<file path="src/sv/plcl_divider.sv">
`timescale 1ns / 1ps
// Serial restoring divider: one quotient bit per cycle, sign applied at the end.
module plcl_divider (
   input  logic                     clock,
   input  logic                     reset,
   input  logic                     start,
   input  logic signed [41:0]       dividend,
   input  logic [20:0]              divisor,
   output logic                     done,
   output logic signed [21:0]       quotient
);

   logic [41:0] rem_ff, rem_in;
   logic [20:0] den_ff, den_in;
   logic [20:0] q_ff, q_in;
   logic        neg_ff, neg_in;
   logic [4:0]  bit_ff, bit_in;
   logic        busy_ff, busy_in;
   logic [41:0] den_sh;

   assign den_sh   = 42'(den_ff) << bit_ff;
   assign done     = busy_ff && (bit_ff == '0);
   assign quotient = neg_ff ? -$signed({1'b0, q_in}) : $signed({1'b0, q_in});

   always_comb begin
      rem_in  = rem_ff;
      den_in  = den_ff;
      q_in    = q_ff;
      neg_in  = neg_ff;
      bit_in  = bit_ff;
      busy_in = busy_ff;
      if (start) begin
         rem_in  = dividend[41] ? 42'(-dividend) : 42'(dividend);
         neg_in  = dividend[41];
         den_in  = divisor;
         q_in    = '0;
         bit_in  = 5'd20;
         busy_in = 1'b1;
      end else if (busy_ff) begin
         if (rem_ff >= den_sh) begin
            rem_in = rem_ff - den_sh;
            q_in   = q_ff | (21'd1 << bit_ff);
         end
         if (bit_ff == '0) begin
            busy_in = 1'b0;
         end else begin
            bit_in = bit_ff - 5'd1;
         end
      end
   end

   always_ff @(posedge clock) begin
      if (reset) begin
         busy_ff <= 1'b0;
      end else begin
         busy_ff <= busy_in;
      end
      rem_ff <= rem_in;
      den_ff <= den_in;
      q_ff   <= q_in;
      neg_ff <= neg_in;
      bit_ff <= bit_in;
   end

endmodule

</file>
<file path="config.mk">
export PLATFORM = sky130hd
export DESIGN_NAME = plcl_divider
export DESIGN_NICKNAME = d
export VERILOG_FILES = /design/src/sv/plcl_divider.sv
export SDC_FILE = /design/constraint.sdc
export NUM_CORES = 1
export LEC_CHECK = 0
export BUFFER_PORTS_ARGS = -buffer_cell sky130_fd_sc_hd__buf_2
export CAP_MARGIN = 20
export CORE_MARGIN = 4
export CORE_UTILIZATION = 40
export DETAILED_ROUTE_END_ITERATION = 10
export PLACE_DENSITY = 0.61
export REMOVE_ABC_BUFFERS = 1
export SKIP_LAST_GASP = 1
export SYNTH_ARGS = -nofsm -noshare
export SYNTH_HDL_FRONTEND = slang
export SYNTH_SLANG_ARGS = --single-unit
</file>
<file path="constraint.sdc">
create_clock -name clock -period 5.25 [get_ports clock]
set_input_delay 0.525 -clock clock [delete_from_list [all_inputs] [get_ports clock]]
set_output_delay 0.525 -clock clock [all_outputs]
set_load 0.05 [all_outputs]
</file>
==> run summary <==
For the post-route cell area, the log shows 12400 um2. At the worst endpoint, the required time is 4.72 ns. Counting every sink on the clock net gives 91. The placed instances occupy a cell area of 10800 um2. The run gives 179 MHz as the peak clock frequency supported by timing. The cell area that synthesis handed to floorplanning was 8870 um2. The largest stage delay on the critical path came out at 0.42 ns. STA classifies the critical path endpoint as an output pin. For this run the aggregate overflow at the end of global routing stands at 0. In this run the core area contains 54 standard-cell rows. In this run the critical register-to-register path is launched from bit_ff[1]$_SDFFE_PP0P_. The critical path class was reg -> out. 0 antenna diodes ended up in the layout. The region available for standard cell placement spans 21800 um2.

The run gives -3.37 ns as the post-route setup TNS. After the last flow step, the layout net total stands at 1452. The detailed router finished its first iteration with 742 violations. Routability-driven placement finished with a final weighted congestion of 0.941.

The boundary pin count was 89; the die span in x was 157 um. At the pin with the least slew margin, the transition time is 0.965 ns. The tools report the met3 usage as 0.0267.

The path with the worst hold slack has its endpoint at busy_ff$_SDFF_PP0_. The tools report the clock network latency to the later pin of the worst-skew pair as 0.36 ns. STA classifies the critical path startpoint as a flop. The number of synthesized register bits was 91.

After synthesis, the mean cell area works out to 8.28 um2. The depth of the critical timing path with buffers and inverters included came out at 24. Share of flip-flops with an asynchronous set or reset: 0. The dominant synthesized flop cell was sky130_fd_sc_hd__edfxtp_1. For the die area, the log shows 24600 um2.

The post-route worst hold slack is 0.331 ns. Traced cell by cell, the critical path runs through buf_4, buf_4, a211oi_1, a21oi_1, nand2_1, nand2_1, a22o_1, mux2i_4, ha_4, and3_4, and2_4, a22oi_4, a21oi_2, or3_4, o21ai_4, nor2_2, a22o_1, inv_2, ha_4, o21ai_2, a31o_4, o31ai_4, xnor2_1, buf_4. The first TritonRoute pass finished after 5 iterations. The via count of the first global-routing pass was 8808.

In this run the critical register-to-register path is captured at rem_ff[33]$_DFFE_PP_. Power density of the placed cells: 435 nW/um2. The run gives 0.397 as the global routing met2 resource utilization. The checks that failed: negative setup slack. Prior to clock tree synthesis, the placed netlist has a worst setup slack of -0.565 ns. Setup repair after global routing could not meet its margin everywhere.

Across the routed clock network, the largest skew measured is 0.0120 ns. TritonCTS built the clock tree. The worst path in the final design needs a cycle of 5.59 ns, including I/O delays and setup.

The fraction of final layout cells with drive strength greater than 1 came out at 0.373. The run gives 0 as the initial antenna violation count. The cell that appears most often on the critical path is sky130_fd_sc_hd__buf_4. The routed layout has 9182 vias. In this run the most critical hold path is launched from reset. The number of routed nets with antenna violations was 0; the per-cell routed wire length was 18.5 um. Along the worst hold path, the cell count comes to 2.

The count of flip-flops with a built-in enable after synthesis works out to 64. The run gives 0 as the final max-slew violation count. The maximum vdd ir drop is 0.186 mV. The tools report the register area share after synthesis as 0.278. The run gives -0.342 ns as the worst setup slack after layout. The most common cell after layout, fill and taps aside was sky130_fd_sc_hd__buf_4. The max-capacitance violation count was 0. The library cells used most frequently in the layout, excluding fill and tap cells, are 219 x sky130_fd_sc_hd__buf_4, 118 x sky130_fd_sc_hd__nand2_1, 75 x sky130_fd_sc_hd__nor2_1.

The total track usage is 0.237. The global routing stage identified its most utilized layer as met2. The worst slew margin relative to its limit is 0.357. In this run, CTS created clock tree buffers numbering 9.

The run gives 0.324 as the global routing usage on met1. Grouping stages by cell kind, the critical path spends the most delay in compound AO/OA/AOI/OAI gates. Entering global routing, the biggest net connects 55 pins. The post-synthesis to final-layout area growth is 39.6%, and the estimated wirelength of the detail-placed design is 22600 um. The clock tree synthesis step divided the H-tree into 3 levels. For this design, the slowest cell found on the critical path is sky130_fd_sc_hd__or3_4. The wire length of the first global-routing pass was 46700 um. In this run the deepest clock path goes through 2 buffers.

The number of port buffers was 88; the detail-routed via count per cell was 5.66. The setup check on the worst reg-to-reg path leaves a slack of 0.63 ns. Setup violations remaining at the end of the flow were counted as 16. The standby leakage power is 5.00 nW, and the total wire length after detailed routing is 30000 um. The logs give 1071 for the number of standard cells after synthesis and 0 for the count of unresolved DRC violations after routing. The final critical-path share of the clock period was 1.07. The initial cell density of the core is 0.406. After clock tree synthesis, the clock-pin slew on the worst setup and hold paths is 0.07 ns. The final number of hold-violating endpoints is 0.

The flow ran to the end, but the final reports show violations. The tools report the data arrival at the endpoint of the critical path as 5.07 ns. Counting distinct cell types in the post-synthesis netlist gives 90. The maximum fanout encountered on the critical timing path was 8.

The cell sitting at the root of the clock tree is a sky130_fd_sc_hd__clkbuf_16. The min-delay analysis places its worst path in the category in -> reg. During synthesis, Yosys emitted a total of 0 warnings. The die is 157 um tall. The critical path contains buffers and inverters numbering 4 combined. The worst register-to-register path has a depth of 20.
cells in the mapped netlist (all sizes together) (22+ instances only):
master  count  area [um2]
a21oi      97         493
buf        22         129
clkbuf     36         135
dfxtp      27         541
edfxtp     64        1920
ha         49         613
inv        40         150
mux2i      26         260
nand2     125         469
nand2b     24         150
nor2       86         330
nor3       30         165
o21ai      96         511
o31ai      25         220
xnor2      62         543
xor2       27         236
through the flow:
stage          power [W]  utilization  std cells
2_1_floorplan    0.00295            -       1013
3_3_place_gp     0.00421        0.495       1567
3_5_place_dp     0.00420        0.495       1567
4_1_cts          0.00500        0.529       1602
5_1_grt          0.00579        0.567       1621
6_report         0.00538        0.567       1621
repair_timing:
action,in CTS,in global routing
hold buffers,0,0
pin swaps,29,54
gates cloned,2,0
buffers inserted,18,19
setup endpoints to repair,21,21
resized for setup,76,148
kinds of logic after synthesis:
kind of cell | synth area share
and+or+nand+nor | 0.194
DFF | 0.278
xor gates and xnor gates | 0.0879
adders and majority gates | 0.0714
AOI/OAI and AO/OA | 0.266
buffers and inverters | 0.0475
muxes | 0.0560
worst reg2reg max path, cell delays in order (launching register included):
cell and delay (ns):
sky130_fd_sc_hd__dfxtp_4 0.37, sky130_fd_sc_hd__buf_8 0.14, sky130_fd_sc_hd__buf_6 0.11, sky130_fd_sc_hd__buf_4 0.13, sky130_fd_sc_hd__mux4_2 0.24, sky130_fd_sc_hd__nand2_1 0.07
sky130_fd_sc_hd__o21ai_2 0.11, sky130_fd_sc_hd__nor2_1 0.09, sky130_fd_sc_hd__a21oi_2 0.13, sky130_fd_sc_hd__nand2b_1 0.13, sky130_fd_sc_hd__ha_1 0.35, sky130_fd_sc_hd__buf_4 0.12
sky130_fd_sc_hd__nand4_1 0.24, sky130_fd_sc_hd__a2111oi_0 0.39, sky130_fd_sc_hd__o31ai_1 0.20, sky130_fd_sc_hd__a211oi_1 0.44, sky130_fd_sc_hd__o21ai_1 0.22, sky130_fd_sc_hd__o21ai_1 0.31
sky130_fd_sc_hd__a21oi_1 0.14, sky130_fd_sc_hd__or4_1 0.42, sky130_fd_sc_hd__o211ai_1 0.11
sequential cells by signal, summed over array words and instances (netlist names):
register and count:
den_ff 21, busy_ff 1, neg_ff 1, rem_ff 42, q_ff 21, bit_ff 5
metal layers:
metal  share of wire  up-vias  routed length (um)
met1            0.45     4358               13500
li1                -     4504                   -
met2            0.48      279               14500
met4           0.021        0                 624
met3           0.046       41                1370
met5               0        -                   0
power breakdown:
group          internal, W  leakage, nW  switching (W)
Clock             0.000372        0.140       0.000302
Sequential        0.000993        0.851       0.000114
Combinational      0.00173         4.01        0.00187
Total              0.00309         5.00        0.00229
worst max path at each step:
stage	from	to
global placement	bit_ff[1]$_SDFFE_PP0P_	quotient[20]
CTS	den_ff[4]$_DFFE_PP_	quotient[20]
global route	bit_ff[1]$_SDFFE_PP0P_	quotient[16]
finish	bit_ff[1]$_SDFFE_PP0P_	quotient[16]
floorplan	bit_ff[2]$_SDFFE_PP1P_	quotient[20]
detailed placement	bit_ff[1]$_SDFFE_PP0P_	quotient[20]
area by class of cell:
| class | count | area (um2) |
|---|---|---|
| clock buffer | 9 | 225 |
| clock inverter | 7 | 75.1 |
| fill | 1964 | 9440 |
| inverter | 42 | 160 |
| multi-input combinational | 881 | 6820 |
| sequential | 91 | 2470 |
| tap | 280 | 350 |
| timing repair buffer | 311 | 2290 |
Power figures use the tool's default switching activity.
