[src/sv/plcl_pkg.sv]
`timescale 1ns / 1ps
// Shared types and constants for the piecewise-linear curve lookup.
package plcl_pkg;

   localparam int CHANNELS   = 4;
   localparam int MAX_POINTS = 16;
   localparam int CH_W       = (CHANNELS > 1) ? $clog2(CHANNELS) : 1;
   localparam int CNT_W      = $clog2(MAX_POINTS + 1);
   localparam int VAL_W      = 20;

   typedef enum logic [1:0] {
      ACT_SAMPLE  = 2'd0,
      ACT_ADD     = 2'd1,
      ACT_CLEAR   = 2'd2,
      ACT_RESTORE = 2'd3
   } action_type;

   localparam logic [1:0] STATUS_OK    = 2'd0;
   localparam logic [1:0] STATUS_FULL  = 2'd1;
   localparam logic [1:0] STATUS_RANGE = 2'd2;

   localparam logic signed [VAL_W-1:0] ONE_Q16 = 20'sd65536;

   typedef struct packed {
      logic [1:0]              action;
      logic [2:0]              channel;
      logic signed [VAL_W-1:0] x_value;
      logic signed [VAL_W-1:0] y_value;
   } req_type;

   typedef struct packed {
      logic signed [VAL_W-1:0] curve_value;
      logic [1:0]              status;
   } rsp_type;

   typedef struct packed {
      logic                    insert;
      logic                    restore;
      logic [CH_W-1:0]         ch;
      logic [CNT_W-1:0]        count;
      logic signed [VAL_W-1:0] key;
      logic signed [VAL_W-1:0] val;
   } cell_cmd_type;

endpackage

[src/sv/plcl_cell.sv]
`timescale 1ns / 1ps
// One control-point slot for every channel, shifting to the right on insert.
module plcl_cell (
   input  logic                             clock,
   input  logic [plcl_pkg::CNT_W-1:0]       slot,
   input  plcl_pkg::cell_cmd_type           cmd,
   input  logic                             left_le,
   input  logic signed [plcl_pkg::VAL_W-1:0] left_x,
   input  logic signed [plcl_pkg::VAL_W-1:0] left_y,
   output logic                             le,
   output logic signed [plcl_pkg::VAL_W-1:0] pt_x,
   output logic signed [plcl_pkg::VAL_W-1:0] pt_y
);

   logic signed [plcl_pkg::VAL_W-1:0] x_ff [plcl_pkg::CHANNELS];
   logic signed [plcl_pkg::VAL_W-1:0] y_ff [plcl_pkg::CHANNELS];
   logic                              in_use;
   logic                              take_new;
   logic                              take_left;

   assign pt_x      = x_ff[cmd.ch];
   assign pt_y      = y_ff[cmd.ch];
   assign in_use    = slot < cmd.count;
   assign le        = in_use && (pt_x <= cmd.key);
   assign take_new  = !le && (slot <= cmd.count) && ((slot == '0) || left_le);
   assign take_left = !le && (slot <= cmd.count) && (slot != '0) && !left_le;

   always_ff @(posedge clock) begin
      if (cmd.restore) begin
         for (int c = 0; c < plcl_pkg::CHANNELS; c++) begin
            if (slot == '0) begin
               x_ff[c] <= '0;
               y_ff[c] <= '0;
            end else if (slot == plcl_pkg::CNT_W'(1)) begin
               x_ff[c] <= plcl_pkg::ONE_Q16;
               y_ff[c] <= plcl_pkg::ONE_Q16;
            end
         end
      end else if (cmd.insert) begin
         if (take_new) begin
            x_ff[cmd.ch] <= cmd.key;
            y_ff[cmd.ch] <= cmd.val;
         end else if (take_left) begin
            x_ff[cmd.ch] <= left_x;
            y_ff[cmd.ch] <= left_y;
         end
      end
   end

endmodule

[config.mk]
export PLATFORM = sky130hd
export DESIGN_NAME = plcl_cell
export DESIGN_NICKNAME = d
export VERILOG_FILES = /design/src/sv/plcl_pkg.sv /design/src/sv/plcl_cell.sv
export SDC_FILE = /design/constraint.sdc
export NUM_CORES = 1
export LEC_CHECK = 0
export ABC_AREA = 1
export BUFFER_PORTS_ARGS = -buffer_cell sky130_fd_sc_hd__buf_2
export CORE_MARGIN = 2
export CORE_UTILIZATION = 40
export DETAILED_ROUTE_END_ITERATION = 16
export PLACE_DENSITY = 0.62
export SETUP_SLACK_MARGIN = 0.3
export SLEW_MARGIN = 20
export SYNTH_ARGS = -nofsm -noshare
export SYNTH_HDL_FRONTEND = slang
export SYNTH_SLANG_ARGS = --single-unit
[constraint.sdc]
create_clock -name clock -period 6.4 [get_ports clock]
set_input_delay 1.28 -clock clock [delete_from_list [all_inputs] [get_ports clock]]
set_output_delay 1.28 -clock clock [all_outputs]
set_load 0.01 [all_outputs]
==> results of run 1 <==
-- worst max-delay path: stages --
cell and delay, ns:
buf_2 0.12, inv_1 0.08, nand2_1 0.12, clkinv_1 0.82, a22oi_1 0.47, nand2_1 0.12, ha_1 0.29, nand2_1 0.06
nor2_1 0.23, nand2_1 0.15, nor2_2 0.15, nand2_1 0.08, nand4_1 0.10, nand3_2 0.12, nand2_4 0.12, inv_1 0.04
buf_2 0.13
-- state kept, by name (all words and copies together) (netlist names) --
register / count
x_ff: 80
y_ff: 80
-- metrics by stage --
step / setup WS [ns] / util [%] / instances / hold WS [ns]
after global placement: 1.07 / 45.7 / 1133 / 1.32
final: 0.624 / 48.9 / 1164 / 1.21
after CTS: 1.02 / 48.9 / 1164 / 1.19
after floorplan: 1.30 / - / 758 / 1.25
after detailed placement: 1.02 / 45.7 / 1133 / 1.31
after global routing: 0.349 / 48.9 / 1164 / 1.20
-- placed cells by master (no fill, tap or decap), drive strengths merged --
cell type	count
nand3	28
nor2	170
nand2	140
a21o	1
clkinv	7
clkinvlp	1
o22ai	1
bufinv	5
clkbuf	20
buf	150
nand4	4
and3	1
a22oi	64
o21ai	40
inv	71
a21oi	8
edfxtp	160
a22o	1
a221oi	1
ha	25
nand3b	1
-- layout make-up --
cell class              instances  area share, %
flip-flops and latches        160           50.6
multi-input cells             485           27.6
repair buffers                150           8.81
clock buffers                  20           4.60
well taps                     265           3.49
inverters                      73           2.89
clock inverters                11           1.99
-- cells by family (layout without fill, tap and decap cells) --
kind of cell	after synthesis	in the layout	synth area share (%)
AO/OA/AOI/OAI	116	116	10.4
buffers and inverters	113	254	6.25
adder cells (fa/ha/maj)	25	25	3.96
AND/OR/NAND/NOR	344	344	18.5
flip-flops	160	160	60.9
-- per-layer routing --
metal | vias to the layer above | track usage (%) | share of wire, %
met4 | 0 | 5.83 | 1.3
met3 | 22 | 4.01 | 5.9
met1 | 2755 | 25.7 | 44
met2 | 181 | 31.7 | 49
li1 | 2857 | - | -
met5 | - | 0 | 0
-- worst paths after layout --
path	cells past startpoint	to	start
hold reg to reg	9	y_ff[2][16]	x_ff[2][1]
hold / removal	3	y_ff[2][17]	left_y[17]
setup / recovery	17	le	cmd[45]
setup reg to reg	15	y_ff[0][9]	x_ff[0][15]
-- report_power, final --
part / switching (mW) / internal [mW]
logic: 0.184 / 0.0979
registers: 0.00543 / 1.17
clock network: 0.394 / 0.688
==> qor.yml, run 1 <==
run_status:
  outcome: "completed"
clock_network:
  clk_latency_ns: 0.43
  cts_resized: 0
  postCtsHoldBufs: 0
  cts_root_buf: "clkbuf_16"
  numClockSinks: 160
  htree_levels: 4
  clk_pin_slew_ns: 0.06
  cts_max_path_buffers: 2
  cts_made_buffers: 17
  cts_tree: "done"
  cts_setup_buffers: 0
route:
  num_vias: 5815
  drc: 0
  via_per_inst: 5.00
  drtIter0Drc: 367
  firstDrtPassIters: 5
  routedWlPerCell_um: 16.6
  drt_wl_total_um: 19300
  ant_nets: 0
yosys:
  syn-cell-area_sq_mm: 0.00789
  yosysWarnings: 0
  ys.flop_type: "edfxtp_1"
  synth_top_area_share_pct: 60.9
  synth-async-reset-ratio_pct: 0
  ys_top_cells_by_area: "edfxtp_1 61%, nor2_1 6.9%, nand2_1 6.6%"
  synth.avg_cell_area_sq_um: 10.4
  syn_inst: 758
  ys_types: 28
  yosys-top-cells-count: "160 x edfxtp_1, 146 x nor2_1, 139 x nand2_1, 69 x inv_1, 64 x a22oi_1"
  ys_seq_area_share_pct: 60.9
  post-synth-top-area-cell: "edfxtp_1"
  syn-num-nets: 879
  yosysMostFrequentCell: "edfxtp_1"
  synth-seq-cells: 160
  synth-edff-count: 160
timing:
  min_period_ns: 5.78
  rsz0062_at_grt: "no"
  setup_viol: 0
  setup_tns_ns: 0
  max_freq_ghz: 0.173
  hold_viol_final: 0
  skew_ns: 0.00703
  finalCritPeriodShare_pct: 90.3
  drv_slew: 0
  worst_pin_slew_ns: 1.04
  slew_headroom_pct: 30.1
cells_and_area:
  synthToLayoutAreaGrowth_pct: 20.3
  nets: 1008
  register_area_sq_mm: 0.00480
  fillers: 1845
  diodes: 0
  multiInputGateArea_sq_mm: 0.00262
  drive_gt1_share_pct: 25.9
  finalInstanceArea_sq_mm: 0.00949
placement:
  gp_congestion: 0.751
  io_buffers: 136
  place.detailed.hpwl_um: 12300
  place_area_sq_mm: 0.00887
floorplanning:
  rows: 51
  die_y_um: 144
  io_pins: 137
  dieArea_sq_mm: 0.0209
  die_w_um: 144
  start_util_pct: 40.7
  core-area_sq_mm: 0.0194
power_and_ir_drop:
  p_leak_nw: 4.05
  power.density_mw_per_mm2: 268
  power.total_mw: 2.54
  ir_drop_mv: 0.163
worst_setup_path:
  cp-start-kind: "primary input"
  ff2ff_setup_slack_ns: 3.01
  critical_path_class: "in2out"
  worstPathRequired_ns: 5.12
  critPathMaxFanout: 28
  arrival_ns: 4.50
  endpoint_kind: "output pin"
global_routing:
  grt_util_all_layers_pct: 19.2
  grt_pass1_wl_um: 30000
  grt_pass1_vias: 5609
  antenna_found_initial: 1
  grt_overflow_total: 0
  grt_max_degree: 39
run:
  cap_violations: 0
min_path:
  hp-class: "in2reg"
Power figures use the tool's default switching activity.
==> run 2: changes to the inputs <==
==> constraint.sdc (replaced) <==
create_clock -name clock -period 6.7 [get_ports clock]
set_input_delay 1.34 -clock clock [delete_from_list [all_inputs] [get_ports clock]]
set_output_delay 1.34 -clock clock [all_outputs]
set_load 0.01 [all_outputs]
==> qor.yml, run 2 (synthesis results as in run 1) <==
worst_setup_path:
  arrival_ns: 3.99  # -0.51 ns
  critPathMaxFanout: 23  # -18%
  slowest_stage: "inv_1"
  endpoint_kind: "output pin"
  crit_family: "simple AND/OR/NAND/NOR gates"
  worstPathRequired_ns: 5.36  # +0.24 ns
  critical_path_class: "in2out"
  crit_top_cell: "nand2_1"
  crit_chain: "buf_2 > nand2_1 > inv_1 > a22oi_1 > nand2_1 > ha_1 > nand2_1 > nor2_1 > nand2_1 > nor2_2 > nand2_1 > nand4_1 > nand3_2 > nand2_4 > inv_1 > buf_2"
  crit_buf_inv: 4  # -1
  cp-start-kind: "primary input"
  max_stage_delay_ns: 0.69  # -0.13 ns
timing:
  slew_headroom_pct: 37.8  # +7.7 points
  max_freq_ghz: 0.188
  setup_viol: 0  # unchanged
  rsz0062_at_grt: "no"
  skew_ns: 0.00626  # -0.000774 ns
  worst_pin_slew_ns: 0.932  # -0.111 ns
  min_period_ns: 5.33
  drv_slew: 0  # unchanged
  finalCritPeriodShare_pct: 79.5
  hold_viol_final: 0  # unchanged
  setup_tns_ns: 0  # unchanged
clock_network:
  postCtsHoldBufs: 0  # unchanged
  numClockSinks: 160  # unchanged
  cts_tree: "done"
  clk_latency_ns: 0.43  # about the same
  cts_max_path_buffers: 2  # unchanged
  cts_root_buf: "clkbuf_16"
  cts_setup_buffers: 0  # unchanged
  htree_levels: 4  # unchanged
  cts_resized: 0  # unchanged
  cts_made_buffers: 17  # unchanged
  clk_pin_slew_ns: 0.06  # about the same
route:
  routedWlPerCell_um: 16.5  # -0.73%
  firstDrtPassIters: 5  # unchanged
  drtIter0Drc: 384  # +4.6%
  drc: 0  # unchanged
  drt_wl_total_um: 19200  # -0.73%
  num_vias: 5793  # -0.38%
  via_per_inst: 4.98  # -0.38%
  ant_nets: 0  # unchanged
cells_and_area:
  synthToLayoutAreaGrowth_pct: 18.8
  multiInputGateArea_sq_mm: 0.00262  # unchanged
  layout_commonest_cell: "edfxtp_1"
  mostFrequentLayoutCells: "160 x edfxtp_1, 144 x nor2_1, 136 x buf_2, 135 x nand2_1, 69 x inv_1"
  diodes: 0  # unchanged
  top_regs: "x_ff: 80 flops, y_ff: 80 flops"
  nets: 1009  # +0.099%
  fillers: 1850  # +0.27%
  drive_gt1_share_pct: 25.6  # -0.33 points
  register_area_sq_mm: 0.00480  # unchanged
power_and_ir_drop:
  power_frac_comb_pct: 11.7  # +0.6 points
  power.total_mw: 2.29  # -10%
  p_switching_mw: 0.540  # -7.4%
  cellInternalPower_mw: 1.74  # -11%
  p_leak_nw: 4.02  # -0.64%
  swShare_pct: 23.6  # +0.67 points
  power.density_mw_per_mm2: 244  # -9.0%
  seqPwrFrac_pct: 49.2  # +2.9 points
  ir_drop_mv: 0.189  # +16%
  p_clk_share_pct: 39.1  # -3.5 points
floorplanning:
  io_pins: 137  # unchanged
  die_y_um: 144  # unchanged
  core-area_sq_mm: 0.0194  # unchanged
  die_w_um: 144  # unchanged
  rows: 51  # unchanged
  dieArea_sq_mm: 0.0209  # unchanged
  start_util_pct: 40.7  # unchanged
min_path:
  hp-class: "in2reg"
placement:
  place.detailed.hpwl_um: 12400  # +0.92%
  gp_congestion: 0.786  # +4.6%
  io_buffers: 136  # unchanged
global_routing:
  grt_overflow_total: 0  # unchanged
  grt_pass1_wl_um: 29700  # -0.96%
  grt_max_degree: 50  # +28%
  grt_util_all_layers_pct: 19.1  # -0.16 points
  antenna_found_initial: 0  # -1
  grt_pass1_vias: 5596  # -0.23%
run:
  cap_violations: 0  # unchanged
run_status:
  outcome: "completed"
run 2: cell types whose count changed in the layout (fill, tap and decap cells not counted):
cell,before,now
buf_4,10,13
bufinv_16,5,2
buf_12,4,2
clkinv_1,3,5
clkinv_2,2,4
clkinv_4,2,0
inv_1,67,69
clkbuf_1,3,2
clkinvlp_4,1,0
run 2: worst min-delay path, cell delays in order:
cell and delay, ns:
buf_2 0.09, o21ai_2 0.08, nor2_2 0.07
run 2: cell type report:
type / count / share of cell area [%]
Sequential cell: 160 / 51.2
Timing Repair Buffer: 151 / 8.72
Clock buffer: 19 / 4.62
Tap cell: 265 / 3.53
Clock inverter: 11 / 1.05
Multi-Input combinational cell: 485 / 27.9
Inverter: 73 / 2.92
run 2: worst paths after layout:
path / startpoint / end / slack (ns) / cells past startpoint
worst max register to register: x_ff[0][15] / y_ff[3][4] / 3.05 / 15
worst max-delay path: cmd[46] / le / 1.37 / 16
worst min register to register: x_ff[2][1] / y_ff[3][16] / 1.36 / 9
worst min-delay path: left_y[17] / y_ff[2][17] / 1.26 / 3
run 2: through the flow:
stage | util [%] | area [sq um] | std cells | setup slack (ns) | hold WS (ns)
floorplan | - | 7890 | 758 | 1.54 | 1.25
global placement | 45.6 | 8850 | 1134 | 1.31 | 1.33
detailed placement | 45.6 | 8850 | 1134 | 1.22 | 1.34
CTS | 48.4 | 9380 | 1164 | 1.36 | 1.25
global route | 48.4 | 9380 | 1164 | 1.08 | 1.27
finish | 48.4 | 9380 | 1164 | 1.37 | 1.26
run 2: layer usage:
metal | wire length (um) | track usage (%) | vias up
met5 | 0 | 0 | -
met4 | 388 | 6.85 | 0
met3 | 1310 | 3.81 | 27
met2 | 9080 | 31.5 | 204
met1 | 8410 | 25.1 | 2711
li1 | - | - | 2851
run 2: power groups by stage:
| stage | sequential [mW] | combinational [mW] | clock [mW] |
|---|---|---|---|
| 2_1_floorplan | 1.14 | 0.164 | 0 |
| 3_3_place_gp | 1.14 | 0.269 | 0 |
| 3_5_place_dp | 1.14 | 0.271 | 0 |
| 4_1_cts | 1.12 | 0.272 | 0.904 |
| 5_1_grt | 1.13 | 0.302 | 0.946 |
| 6_report | 1.12 | 0.268 | 0.893 |
==> run 3: changes to the inputs <==
--- a/config.mk
+++ b/config.mk
@@ -5,12 +5,12 @@
 export SDC_FILE = /design/constraint.sdc
 export NUM_CORES = 1
 export LEC_CHECK = 0
-export ABC_AREA = 1
+export ABC_AREA = 0
 export BUFFER_PORTS_ARGS = -buffer_cell sky130_fd_sc_hd__buf_2
 export CORE_MARGIN = 2
 export CORE_UTILIZATION = 40
 export DETAILED_ROUTE_END_ITERATION = 16
-export PLACE_DENSITY = 0.62
+export PLACE_DENSITY = 0.65
 export SETUP_SLACK_MARGIN = 0.3
 export SLEW_MARGIN = 20
 export SYNTH_ARGS = -nofsm -noshare
==> constraint.sdc (replaced) <==
create_clock -name clock -period 4.6 [get_ports clock]
set_input_delay 0.92 -clock clock [delete_from_list [all_inputs] [get_ports clock]]
set_output_delay 0.92 -clock clock [all_outputs]
set_load 0.01 [all_outputs]
==> qor.yml, run 3 <==
clock_network:
  cts_tree: "done"
  cts_max_path_buffers: 2  # unchanged
  numClockSinks: 160  # unchanged
  postCtsHoldBufs: 0  # unchanged
  clk_latency_ns: 0.43  # about the same
  cts_made_buffers: 17  # unchanged
  cts_root_buf: "clkbuf_16"
  clk_pin_slew_ns: 0.06  # about the same
  htree_levels: 4  # unchanged
min_path:
  hp-class: "in2reg"
floorplanning:
  core-area_sq_mm: 0.0194  # unchanged
  start_util_pct: 40.6  # -0.11 points
  dieArea_sq_mm: 0.0208  # -0.26%
  rows: 51  # unchanged
  io_pins: 137  # unchanged
  die_y_um: 144  # -0.13%
  die_w_um: 144  # -0.13%
power_and_ir_drop:
  power.total_mw: 3.65  # +60%
  power.density_mw_per_mm2: 367  # +50%
  p_leak_nw: 3.68  # -8.5%
  ir_drop_mv: 0.276  # +46%
worst_setup_path:
  arrival_ns: 3.26  # -0.73 ns
  critical_path_class: "in2out"
  worstPathRequired_ns: 3.68  # -1.68 ns
  critPathMaxFanout: 13  # -43%
  endpoint_kind: "output pin"
  cp-start-kind: "primary input"
yosys:
  synth_compound_area_share_pct: 15.3  # +4.9 points
  post-synth-top-area-cell: "edfxtp_1"
  syn_inst: 594  # -22%
  synth-edff-count: 160  # unchanged
  synth.avg_cell_area_sq_um: 13.3  # +27%
  synth-async-reset-ratio_pct: 0  # unchanged
  synth-xor-area-share_pct: 0  # unchanged
  yosys.area_share.simple_pct: 4.78  # -14 points
  synth_top_family_by_area: "compound AO/OA/AOI/OAI gates"
  yosys-top-cells-count: "161 x a21oi_1, 160 x edfxtp_1, 43 x o21ai_0, 42 x nand3_1, 40 x mux4_2"
  syn-cell-area_sq_mm: 0.00787  # -0.27%
  yosysWarnings: 0  # unchanged
  ys_types: 33  # +18%
  yosysMostFrequentCell: "a21oi_1"
  synth-seq-cells: 160  # unchanged
  syn-num-nets: 715  # -19%
  synthAdderAreaFrac_pct: 3.97  # +0.011 points
  synthMuxAreaShare_pct: 11.4  # +11 points
  ys.flop_type: "edfxtp_1"
  synth_top_area_share_pct: 61.0  # +0.16 points
  ys_top_cells_by_area: "edfxtp_1 61%, mux4_2 11%, a21oi_1 10%"
  ys_seq_area_share_pct: 61.0  # +0.16 points
route:
  wl_met1_um: 9050  # +7.7%
  routedWlPerCell_um: 22.3  # +36%
  drc: 0  # unchanged
  via_per_inst: 5.81  # +17%
  dr_wl_met3_um: 2400  # +84%
  drt_wl_total_um: 22900  # +19%
  dr.max_layer_used: "met5"
  drtIter0Drc: 498  # +30%
  ant_nets: 0  # unchanged
  num_vias: 5947  # +2.7%
  firstDrtPassIters: 6  # +1
  dr_wl_met2_um: 10900  # +21%
run_status:
  outcome: "completed"
timing:
  drv_slew: 0  # unchanged
  max_freq_ghz: 0.239
  setup_viol: 0  # unchanged
  slew_headroom_pct: 35.2  # -2.6 points
  worst_pin_slew_ns: 0.972  # +0.0404 ns
  hold_viol_final: 0  # unchanged
  rsz0062_at_grt: "no"
  min_period_ns: 4.18
  skew_ns: 0.00577  # -0.000490 ns
  finalCritPeriodShare_pct: 90.8
placement:
  io_buffers: 136  # unchanged
  place_area_sq_mm: 0.00913  # +3.2%
  dp_cells: 984  # -13%
  place.detailed.hpwl_um: 15100  # +22%
  gp_congestion: 0.838  # +6.6%
global_routing:
  grt_max_degree: 41  # -18%
  grt_overflow_total: 0  # unchanged
  grt_util_all_layers_pct: 22.5  # +3.5 points
  grt_pass1_vias: 6163  # +10%
  antenna_found_initial: 2  # +2
  grt_pass1_wl_um: 34300  # +16%
cells_and_area:
  mostFrequentLayoutCells: "161 x a21oi_1, 160 x edfxtp_1, 134 x buf_2, 42 x o21ai_0, 41 x nand3_1"
  nets: 867  # -14%
  drive_gt1_share_pct: 33.7  # +8.1 points
  diodes: 0  # unchanged
  top_regs: "x_ff: 80 flops, y_ff: 80 flops"
  stdcell_count: 1024  # -12%
  layout_commonest_cell: "a21oi_1"
  synthToLayoutAreaGrowth_pct: 26.4
  finalInstanceArea_sq_mm: 0.00995  # +6.0%
run:
  cap_violations: 0  # unchanged
[run 3: worst paths after layout]
| path | slack (ns) | cells after the start | to | start |
|---|---|---|---|---|
| max | 0.42 | 11 | le | cmd[45] |
| min reg2reg | 1.72 | 8 | y_ff[0][12] | x_ff[3][19] |
| min | 0.95 | 3 | x_ff[1][3] | left_x[3] |
| max reg2reg | 0.89 | 11 | x_ff[0][7] | x_ff[3][13] |
[run 3: cell type report]
class,instances,area [sq um]
fillers,1742,9450
flip-flops and latches,160,4800
multi-input cells,364,2910
repair buffers,177,1150
clock buffers,19,433
well taps,265,332
clock inverters,13,216
inverters,26,97.6
[run 3: metrics by stage]
stage               TNS, ns  utilization (%)  worst slack (ns)  hold slack, ns
finish                    0             51.3             0.422           0.949
global route              0             51.3             0.302           0.966
CTS                       0             50.7             0.319           0.932
detailed placement   -0.723             47.1           -0.0418            1.38
global placement          0             47.1           0.00651            1.36
floorplan                 0                -             0.357            1.26
[run 3: where the power goes]
| group | internal [mW] | leakage, nW | switching, mW |
|---|---|---|---|
| Clock | 1.01 | 0.309 | 0.559 |
| Sequential | 1.63 | 1.52 | 0.00727 |
| Combinational | 0.177 | 1.86 | 0.269 |
[run 3: logic make-up (layout without fill, tap and decap cells)]
family	count (synthesis)	after routing
and+or+nand+nor	72	72
adders and majority gates	25	25
DFF	160	160
buffers and inverters	70	235
AOI/OAI and AO/OA	227	227
muxes	40	40
[run 3: worst max-delay path, stage by stage]
cell	delay (ns)
buf_12	0.15
buf_12	0.15
buf_4	0.11
mux4_2	0.53
ha_1	0.21
a211oi_2	0.25
nor2_2	0.11
nor4bb_4	0.29
o211ai_1	0.14
a21oi_1	0.21
buf_2	0.17
[run 3: timing repair]
action	in CTS	in global routing
setup buffers	0	8
pin swaps	1	3
endpoints found under the setup margin	1	1
gates resized for setup	10	9
[run 3: per-layer routing]
layer  up-vias  global-route usage (%)
met1      2883                    29.3
li1       2664                       -
met2       363                    37.4
met3        35                    5.56
met5         -                       0
met4         2                    7.41
